`config.mk`:
```
export PLATFORM = sky130hd
export DESIGN_NAME = ima_adpcm_nibble_decoder_core
export DESIGN_NICKNAME = d
export VERILOG_FILES = /design/src/design/imadec_pkg.sv /design/src/design/imadec_ctrl.sv /design/src/design/imadec_dp.sv /design/src/design/ima_adpcm_nibble_decoder_core.sv
export SDC_FILE = /design/constraint.sdc
export NUM_CORES = 1
export LEC_CHECK = 0
export ABC_CLOCK_PERIOD_IN_PS = 9500
export BUFFER_PORTS_ARGS = -buffer_cell sky130_fd_sc_hd__buf_2
export CORE_MARGIN = 2
export CORE_UTILIZATION = 56
export DETAILED_ROUTE_END_ITERATION = 8
export PLACE_DENSITY_LB_ADDON = 0.08
export SYNTH_ARGS = -nofsm -noshare
export SYNTH_HDL_FRONTEND = slang
export SYNTH_HIERARCHICAL = 1
export SYNTH_SLANG_ARGS = --single-unit
```
`constraint.sdc`:
```
create_clock -name clk -period 9.5 [get_ports clk]
set_clock_uncertainty 0.2 [all_clocks]
set_input_delay 1.425 -clock clk [delete_from_list [all_inputs] [get_ports clk]]
set_output_delay 1.425 -clock clk [all_outputs]
set_load 0.005 [all_outputs]
```
`src/design/imadec_pkg.sv`:
```
// ----------------------------------------------------------------------------
// imadec_pkg
// Shared types, constants and tables for the IMA ADPCM nibble decoder.
// ----------------------------------------------------------------------------
package imadec_pkg;

  localparam int unsigned SAMPLE_W = 16;
  localparam int unsigned IDX_W    = 7;
  localparam int unsigned STEP_W   = 15;
  localparam int unsigned CHANS    = 2;

  localparam logic [IDX_W-1:0] IDX_MAX = 7'd88;

  localparam logic signed [SAMPLE_W-1:0] SAMPLE_MAX = 16'sh7FFF;
  localparam logic signed [SAMPLE_W-1:0] SAMPLE_MIN = 16'sh8000;

  // controller states, one-hot
  typedef enum logic [2:0] {
    ST_IDLE = 3'b001,
    ST_LO   = 3'b010,
    ST_HI   = 3'b100
  } state_t;

  // controller -> datapath commands
  typedef struct packed {
    logic latch_in;  // capture the input beat
    logic step_lo;   // decode low nibble, commit channel state
    logic load_out;  // decode high nibble, commit state, fill output register
  } dp_cmd_t;

  // index adjustment per nibble magnitude
  function automatic logic signed [4:0] idx_adjust(input logic [2:0] mag);
    logic signed [4:0] adj;
    case (mag)
      3'd4:    adj = 5'sd2;
      3'd5:    adj = 5'sd4;
      3'd6:    adj = 5'sd6;
      3'd7:    adj = 5'sd8;
      default: adj = -5'sd1;
    endcase
    return adj;
  endfunction

  // quantiser step size per index; indices above 88 read the top entry
  function automatic logic [STEP_W-1:0] step_size(input logic [IDX_W-1:0] idx);
    logic [STEP_W-1:0] s;
    case (idx)
      7'd0:  s = 15'd7;     7'd1:  s = 15'd8;     7'd2:  s = 15'd9;
      7'd3:  s = 15'd10;    7'd4:  s = 15'd11;    7'd5:  s = 15'd12;
      7'd6:  s = 15'd13;    7'd7:  s = 15'd14;    7'd8:  s = 15'd16;
      7'd9:  s = 15'd17;    7'd10: s = 15'd19;    7'd11: s = 15'd21;
      7'd12: s = 15'd23;    7'd13: s = 15'd25;    7'd14: s = 15'd28;
      7'd15: s = 15'd31;    7'd16: s = 15'd34;    7'd17: s = 15'd37;
      7'd18: s = 15'd41;    7'd19: s = 15'd45;    7'd20: s = 15'd50;
      7'd21: s = 15'd55;    7'd22: s = 15'd60;    7'd23: s = 15'd66;
      7'd24: s = 15'd73;    7'd25: s = 15'd80;    7'd26: s = 15'd88;
      7'd27: s = 15'd97;    7'd28: s = 15'd107;   7'd29: s = 15'd118;
      7'd30: s = 15'd130;   7'd31: s = 15'd143;   7'd32: s = 15'd157;
      7'd33: s = 15'd173;   7'd34: s = 15'd190;   7'd35: s = 15'd209;
      7'd36: s = 15'd230;   7'd37: s = 15'd253;   7'd38: s = 15'd279;
      7'd39: s = 15'd307;   7'd40: s = 15'd337;   7'd41: s = 15'd371;
      7'd42: s = 15'd408;   7'd43: s = 15'd449;   7'd44: s = 15'd494;
      7'd45: s = 15'd544;   7'd46: s = 15'd598;   7'd47: s = 15'd658;
      7'd48: s = 15'd724;   7'd49: s = 15'd796;   7'd50: s = 15'd876;
      7'd51: s = 15'd963;   7'd52: s = 15'd1060;  7'd53: s = 15'd1166;
      7'd54: s = 15'd1282;  7'd55: s = 15'd1411;  7'd56: s = 15'd1552;
      7'd57: s = 15'd1707;  7'd58: s = 15'd1878;  7'd59: s = 15'd2066;
      7'd60: s = 15'd2272;  7'd61: s = 15'd2499;  7'd62: s = 15'd2749;
      7'd63: s = 15'd3024;  7'd64: s = 15'd3327;  7'd65: s = 15'd3660;
      7'd66: s = 15'd4026;  7'd67: s = 15'd4428;  7'd68: s = 15'd4871;
      7'd69: s = 15'd5358;  7'd70: s = 15'd5894;  7'd71: s = 15'd6484;
      7'd72: s = 15'd7132;  7'd73: s = 15'd7845;  7'd74: s = 15'd8630;
      7'd75: s = 15'd9493;  7'd76: s = 15'd10442; 7'd77: s = 15'd11487;
      7'd78: s = 15'd12635; 7'd79: s = 15'd13899; 7'd80: s = 15'd15289;
      7'd81: s = 15'd16818; 7'd82: s = 15'd18500; 7'd83: s = 15'd20350;
      7'd84: s = 15'd22385; 7'd85: s = 15'd24623; 7'd86: s = 15'd27086;
      7'd87: s = 15'd29794;
      default: s = 15'd32767;
    endcase
    return s;
  endfunction

endpackage

```
`src/design/imadec_ctrl.sv`:
```
// ----------------------------------------------------------------------------
// imadec_ctrl
// Sequencer: steps the datapath through low and high nibble, owns out_valid.
// ----------------------------------------------------------------------------
module imadec_ctrl
  import imadec_pkg::*;
(
  input  logic    clk,
  input  logic    rst_n,
  input  logic    in_valid,
  output logic    in_ready,
  output logic    out_valid,
  input  logic    out_ready,
  output dp_cmd_t cmd
);

  state_t state_r, state_nxt;
  logic   out_valid_r, out_valid_nxt;
  logic   load_out;
  logic   accept;

  // high nibble may only finish when the output register is free or draining
  assign load_out = (state_r == ST_HI) && (!out_valid_r || out_ready);
  assign in_ready = (state_r == ST_IDLE) || load_out;
  assign accept   = in_valid && in_ready;

  always_comb begin
    state_nxt = state_r;
    case (state_r)
      ST_IDLE: begin
        if (accept) state_nxt = ST_LO;
      end
      ST_LO: begin
        state_nxt = ST_HI;
      end
      ST_HI: begin
        if (load_out) state_nxt = accept ? ST_LO : ST_IDLE;
      end
      default: begin
        state_nxt = ST_IDLE;
      end
    endcase
  end

  always_comb begin
    out_valid_nxt = out_valid_r;
    if (load_out)       out_valid_nxt = 1'b1;
    else if (out_ready) out_valid_nxt = 1'b0;
  end

  always_ff @(posedge clk) begin
    if (!rst_n) begin
      state_r     <= ST_IDLE;
      out_valid_r <= 1'b0;
    end else begin
      state_r     <= state_nxt;
      out_valid_r <= out_valid_nxt;
    end
  end

  assign out_valid    = out_valid_r;
  assign cmd.latch_in = accept;
  assign cmd.step_lo  = (state_r == ST_LO);
  assign cmd.load_out = load_out;

endmodule

```
`src/design/imadec_dp.sv`:
```
// ----------------------------------------------------------------------------
// imadec_dp
// Datapath: input latch, per-channel state, one shared nibble decoder,
// output register.
// ----------------------------------------------------------------------------
module imadec_dp
  import imadec_pkg::*;
(
  input  logic                       clk,
  input  logic                       rst_n,
  input  dp_cmd_t                    cmd,
  input  logic [7:0]                 in_data_byte,
  input  logic                       in_channel_sel,
  input  logic                       in_block_start,
  input  logic signed [SAMPLE_W-1:0] in_init_predictor,
  input  logic [IDX_W-1:0]           in_init_index,
  input  logic                       in_block_last,
  output logic signed [SAMPLE_W-1:0] out_first_sample,
  output logic signed [SAMPLE_W-1:0] out_second_sample,
  output logic                       out_sample_channel,
  output logic                       out_last_in_block
);

  // latched beat
  logic [7:0]                 byte_r;
  logic                       ch_r;
  logic                       start_r;
  logic signed [SAMPLE_W-1:0] seed_pred_r;
  logic [IDX_W-1:0]           seed_idx_r;
  logic                       last_r;
  logic signed [SAMPLE_W-1:0] first_r;

  // channel state
  logic signed [SAMPLE_W-1:0] pred_r [CHANS];
  logic [IDX_W-1:0]           idx_r  [CHANS];

  // output register
  logic signed [SAMPLE_W-1:0] out_first_r, out_second_r;
  logic                       out_ch_r, out_last_r;

  logic signed [SAMPLE_W-1:0] cur_pred;
  logic [IDX_W-1:0]           cur_idx;
  logic [3:0]                 nib;
  logic [STEP_W-1:0]          step;
  logic [STEP_W+3:0]          prod;
  logic [STEP_W-1:0]          diff;
  logic signed [SAMPLE_W+1:0] sum;
  logic signed [SAMPLE_W-1:0] new_pred;
  logic signed [4:0]          idx_adj;
  logic signed [IDX_W+1:0]    idx_sum;
  logic [IDX_W-1:0]           new_idx;
  logic [IDX_W-1:0]           seed_idx_sat;

  assign seed_idx_sat = (in_init_index > IDX_MAX) ? IDX_MAX : in_init_index;

  // seed applies only to the low nibble; the high nibble reads the committed state
  always_comb begin
    if (cmd.step_lo && start_r) begin
      cur_pred = seed_pred_r;
      cur_idx  = seed_idx_r;
    end else begin
      cur_pred = pred_r[ch_r];
      cur_idx  = idx_r[ch_r];
    end
    nib = cmd.step_lo ? byte_r[3:0] : byte_r[7:4];
  end

  always_comb begin
    step = step_size(cur_idx);
    prod = {15'd0, nib[2:0], 1'b1} * {4'd0, step};
    diff = prod[STEP_W+3:4];
    if (nib[3]) sum = {{2{cur_pred[SAMPLE_W-1]}}, cur_pred} - {3'b000, diff};
    else        sum = {{2{cur_pred[SAMPLE_W-1]}}, cur_pred} + {3'b000, diff};
    if (sum > $signed({{2{SAMPLE_MAX[SAMPLE_W-1]}}, SAMPLE_MAX}))
      new_pred = SAMPLE_MAX;
    else if (sum < $signed({{2{SAMPLE_MIN[SAMPLE_W-1]}}, SAMPLE_MIN}))
      new_pred = SAMPLE_MIN;
    else
      new_pred = sum[SAMPLE_W-1:0];
    idx_adj = idx_adjust(nib[2:0]);
    idx_sum = $signed({2'b00, cur_idx}) + {{4{idx_adj[4]}}, idx_adj};
    if (idx_sum < 0)
      new_idx = '0;
    else if (idx_sum > $signed({2'b00, IDX_MAX}))
      new_idx = IDX_MAX;
    else
      new_idx = idx_sum[IDX_W-1:0];
  end

  always_ff @(posedge clk) begin
    if (cmd.latch_in) begin
      byte_r      <= in_data_byte;
      ch_r        <= in_channel_sel;
      start_r     <= in_block_start;
      seed_pred_r <= in_init_predictor;
      seed_idx_r  <= seed_idx_sat;
      last_r      <= in_block_last;
    end
    if (cmd.step_lo) first_r <= new_pred;
    if (cmd.load_out) begin
      out_first_r  <= first_r;
      out_second_r <= new_pred;
      out_ch_r     <= ch_r;
      out_last_r   <= last_r;
    end
  end

  always_ff @(posedge clk) begin
    if (!rst_n) begin
      for (int i = 0; i < CHANS; i++) begin
        pred_r[i] <= '0;
        idx_r[i]  <= '0;
      end
    end else if (cmd.step_lo || cmd.load_out) begin
      pred_r[ch_r] <= new_pred;
      idx_r[ch_r]  <= new_idx;
    end
  end

  assign out_first_sample   = out_first_r;
  assign out_second_sample  = out_second_r;
  assign out_sample_channel = out_ch_r;
  assign out_last_in_block  = out_last_r;

endmodule

```
`src/design/ima_adpcm_nibble_decoder_core.sv`:
```
// ----------------------------------------------------------------------------
// ima_adpcm_nibble_decoder_core
// IMA ADPCM byte decoder (x>>4 difference variant), two channel states.
// ----------------------------------------------------------------------------
// Usage:
//   Input channel (in_valid/in_ready): one compressed byte per beat, with its
//   channel select, block start flag, seed predictor/index and block end flag.
//   On block start the selected channel is seeded (index saturated to 88)
//   before the low nibble is decoded.
//   Output channel (out_valid/out_ready): one beat per input byte, carrying
//   the low-nibble sample, the high-nibble sample, channel and block end.
// Flow: latch the byte, decode its low nibble, then its high nibble while
//   filling the output register once free; one nibble per cycle on the
//   shared decoder unless the high step waits. A new byte is taken as that
//   step ends, by the serial dependency via channel predictor and step index.
// Reset: synchronous, active low; both channel states return to predictor 0
//   and index 0, out_valid drops, the sequencer goes idle.
// Stall: while out_ready is low a held result stays put. The next byte is
//   still taken and its low nibble decoded; the high nibble step then waits
//   until the output register drains, and in_ready stays low meanwhile.
// ----------------------------------------------------------------------------
module ima_adpcm_nibble_decoder_core
  import imadec_pkg::*;
(
  input  logic                       clk,
  input  logic                       rst_n,
  input  logic                       in_valid,
  output logic                       in_ready,
  input  logic [7:0]                 in_data_byte,
  input  logic                       in_channel_sel,
  input  logic                       in_block_start,
  input  logic signed [SAMPLE_W-1:0] in_init_predictor,
  input  logic [IDX_W-1:0]           in_init_index,
  input  logic                       in_block_last,
  output logic                       out_valid,
  input  logic                       out_ready,
  output logic signed [SAMPLE_W-1:0] out_first_sample,
  output logic signed [SAMPLE_W-1:0] out_second_sample,
  output logic                       out_sample_channel,
  output logic                       out_last_in_block
);

  dp_cmd_t cmd;

  // sequencer: idle -> low nibble -> high nibble (waits for output slot)
  imadec_ctrl u_ctrl (
    .clk       (clk),
    .rst_n     (rst_n),
    .in_valid  (in_valid),
    .in_ready  (in_ready),
    .out_valid (out_valid),
    .out_ready (out_ready),
    .cmd       (cmd)
  );

  // datapath: beat latch, channel state, nibble decoder, output register
  imadec_dp u_dp (
    .clk                (clk),
    .rst_n              (rst_n),
    .cmd                (cmd),
    .in_data_byte       (in_data_byte),
    .in_channel_sel     (in_channel_sel),
    .in_block_start     (in_block_start),
    .in_init_predictor  (in_init_predictor),
    .in_init_index      (in_init_index),
    .in_block_last      (in_block_last),
    .out_first_sample   (out_first_sample),
    .out_second_sample  (out_second_sample),
    .out_sample_channel (out_sample_channel),
    .out_last_in_block  (out_last_in_block)
  );

endmodule

```
==> results.yml <==
synth:
  synth_ff_type: "edfxtp_1"
  synth_xor_area_frac: 0.0340
  netlist_area_um2: 10600
  synth_compound_area_frac: 0.198
  synth_warnings: 6
  synth-edff-count: 130
  yosys_register_bits: 135
  ys_types: 95
  ys_seq_area_frac: 0.379
  syn-instance-count: 1118
  syn-num-nets: 1247
  async_reset_ff_frac: 0
  synth.area.mux_share: 0.0380
  synth.avg_cell_area_um2: 9.45
  synthSimpleGateAreaFrac: 0.169
  synth_top_family_by_area: "compound AO/OA/AOI/OAI gates"
  synth_fa_ha_area_frac: 0.127
floorplan:
  core_um2: 18600
  dieArea_um2: 20000
  start_util: 0.568
  pin_count: 74
  die_w_um: 141
  die_y_um: 141
  fp-row-count: 50
global_route:
  grt_pass1_wl_um: 43200
  grt_pass1_vias: 8265
  grt_overflow: 0
  grt_max_degree: 38
  grt_use_total: 0.277
  antenna_found_initial: 1
status:
  status: "complete, no violations"
setup_path:
  slowest_delay_ns: 0.50
  critical_path_class: "flip-flop to flip-flop"
  critPathArrivalTime_ns: 9.00
  required_ns: 9.40
  crit_path_max_fanout: 37
  critPathSlowestCell: "fa_1"
  cp-start-kind: "flip-flop"
  end_kind: "flip-flop"
  crit_top_cell: "a21o_1"
layout:
  antenna_cells: 0
  finalNonFillerCells: 1477
  fill_cells: 1496
  syn_to_final_growth_pct: 18.0
  drive_above_1_share: 0.234
  final_nets: 1359
  final_common_cell: "nor2_1"
  final_cell_mix: "149 x nor2_1, 130 x edfxtp_1, 82 x nand2_1"
drt:
  wl_um: 27700
  wire_per_inst_um: 18.7
  vias: 8782
  firstDrtPassIters: 5
  ant_nets: 0
  drcViolationCount: 0
  viasPerCell: 5.95
  drtIter0Drc: 797
power_and_ir_drop:
  p_seq_frac: 0.188
  p_comb_frac: 0.659
  p_switching_uw: 1940
  vdd_ir_drop_max_v: 0.000197
  netSwitchingFraction: 0.457
  p_per_area_nw_per_um2: 341
  p_int_uw: 2310
  p_leak_uw: 0.00527
  power_frac_clock: 0.153
  fin_total_pwr_uw: 4250
placement:
  dpl.cell_count: 1429
  portBuffers: 73
  dp_hpwl_um: 20200
  gp_congestion: 0.959
sta:
  slew_violations: 0
  period_needed_ns: 9.11
  period_share: 0.959
  worst_pin_slew_ns: 1.12
  finalSetupViolations: 0
  clock.fmax_mhz: 110
  timing.hold.ws_ns: 0.217
  hold_viol_final: 0
  slew_headroom: 0.251
worst_hold_path:
  hold_start: "u_dp/first_r[4]$_DFFE_PP_"
  hp-class: "flip-flop to flip-flop"
clock_network:
  htree_levels: 4
  cts_tree: "done"
  cts_made_buffers: 17
  clk_latency_ns: 0.42
  cts.sinks: 135
  clockBufferDepth: 2
  clkSlewWorstSetupHoldPaths_ns: 0.06
  clockRootBuffer: "clkbuf_16"
job:
  maxCapViolCount: 0
-- per-layer routing --
metal  share of wire  GRT usage  vias to the layer above
met3           0.049     0.0408                       43
met2            0.48      0.454                      290
met1            0.45      0.378                     4185
met5         0.00047          0                        -
li1                -          -                     4262
met4           0.025     0.0958                        2
-- state kept, by name (all words and copies together), names as in the netlist, named ones only --
name,cells
u_dp/pred_r,32
u_dp/first_r,16
u_dp/out_first_sample,16
u_dp/out_second_sample,16
u_dp/seed_pred_r,16
u_dp/idx_r,14
u_dp/byte_r,8
u_dp/seed_idx_r,7
u_ctrl/state_r,3
u_ctrl/out_valid,1
u_dp/ch_r,1
u_dp/last_r,1
u_dp/out_last_in_block,1
u_dp/out_sample_channel,1
u_dp/start_r,1
-- worst paths after layout --
check                           slack (ns)  depth (start not counted)                                 end
worst min-delay path                  0.22                          0  u_dp/out_first_sample[4]$_DFFE_PP_
worst max register to register        0.39                         37          u_dp/first_r[14]$_DFFE_PP_
worst max-delay path                  0.39                         37          u_dp/first_r[14]$_DFFE_PP_
worst min register to register        0.22                          0  u_dp/out_first_sample[4]$_DFFE_PP_
-- synthesized netlist by cell type, drive strengths merged, types with 23 or more instances --
library cell | n | area, um^2
nand2 | 85 | 324
xnor2 | 23 | 201
clkbuf | 34 | 128
nor3 | 35 | 196
inv | 74 | 278
buf | 25 | 166
edfxtp | 130 | 3900
mux2i | 31 | 323
ha | 64 | 801
o21ai | 73 | 365
fa | 27 | 541
a21oi | 80 | 415
nor2 | 156 | 593
-- power by group through the flow --
stage	combinational (uW)	sequential [uW]	clock, uW
after floorplan	1920	806	0
after global placement	2500	810	0
after detailed placement	2540	811	0
after CTS	2570	799	661
after global routing	3100	801	680
final	2800	799	650
-- critical path, delay by kind of cell (launching register included) --
family / cells / cell delay (ns)
fa+ha+maj: 5 / 1.73
mux: 2 / 0.70
simple gates: 8 / 1.60
xor+xnor: 3 / 0.59
buf+inv: 4 / 0.55
compound gates: 15 / 2.97
flops: 1 / 0.43
-- cell families (layout without fill, tap and decap cells) --
family                   count (synthesis)  after routing
buffers and inverters                  135            260
flip-flops                             135            135
multiplexers                            38             38
adder cells (fa/ha/maj)                 91             91
XOR/XNOR                                41             41
AND/OR/NAND/NOR                        368            368
AO/OA/AOI/OAI                          310            310
-- area by class of cell --
cell class | count | area [um^2] | area share
Multi-Input combinational cell | 848 | 6280 | 0.504
Sequential cell | 135 | 4010 | 0.322
Clock buffer | 18 | 429 | 0.0345
Timing Repair Buffer | 152 | 1000 | 0.0807
Tap cell | 234 | 293 | 0.0235
Inverter | 76 | 300 | 0.0241
Clock inverter | 14 | 148 | 0.0119
-- through the flow --
stage / setup TNS, ns / utilization / setup slack, ns / area, um^2
2_1_floorplan: 0 / - / 0.00000711 / 10600
3_3_place_gp: -0.0625 / 0.618 / -0.0312 / 11500
3_5_place_dp: -0.429 / 0.618 / -0.0922 / 11500
4_1_cts: 0 / 0.650 / 0.00764 / 12100
5_1_grt: -0.0680 / 0.670 / -0.0326 / 12500
6_report: 0 / 0.670 / 0.394 / 12500
-- what timing repair did --
item / CTS / global route
hold buffers: 0 / 0
resized for setup: 4 / 64
setup endpoints to repair: 33 / 64
buffers inserted: 1 / 15
pin swaps: 1 / 16
Power figures use the tool's default switching activity.
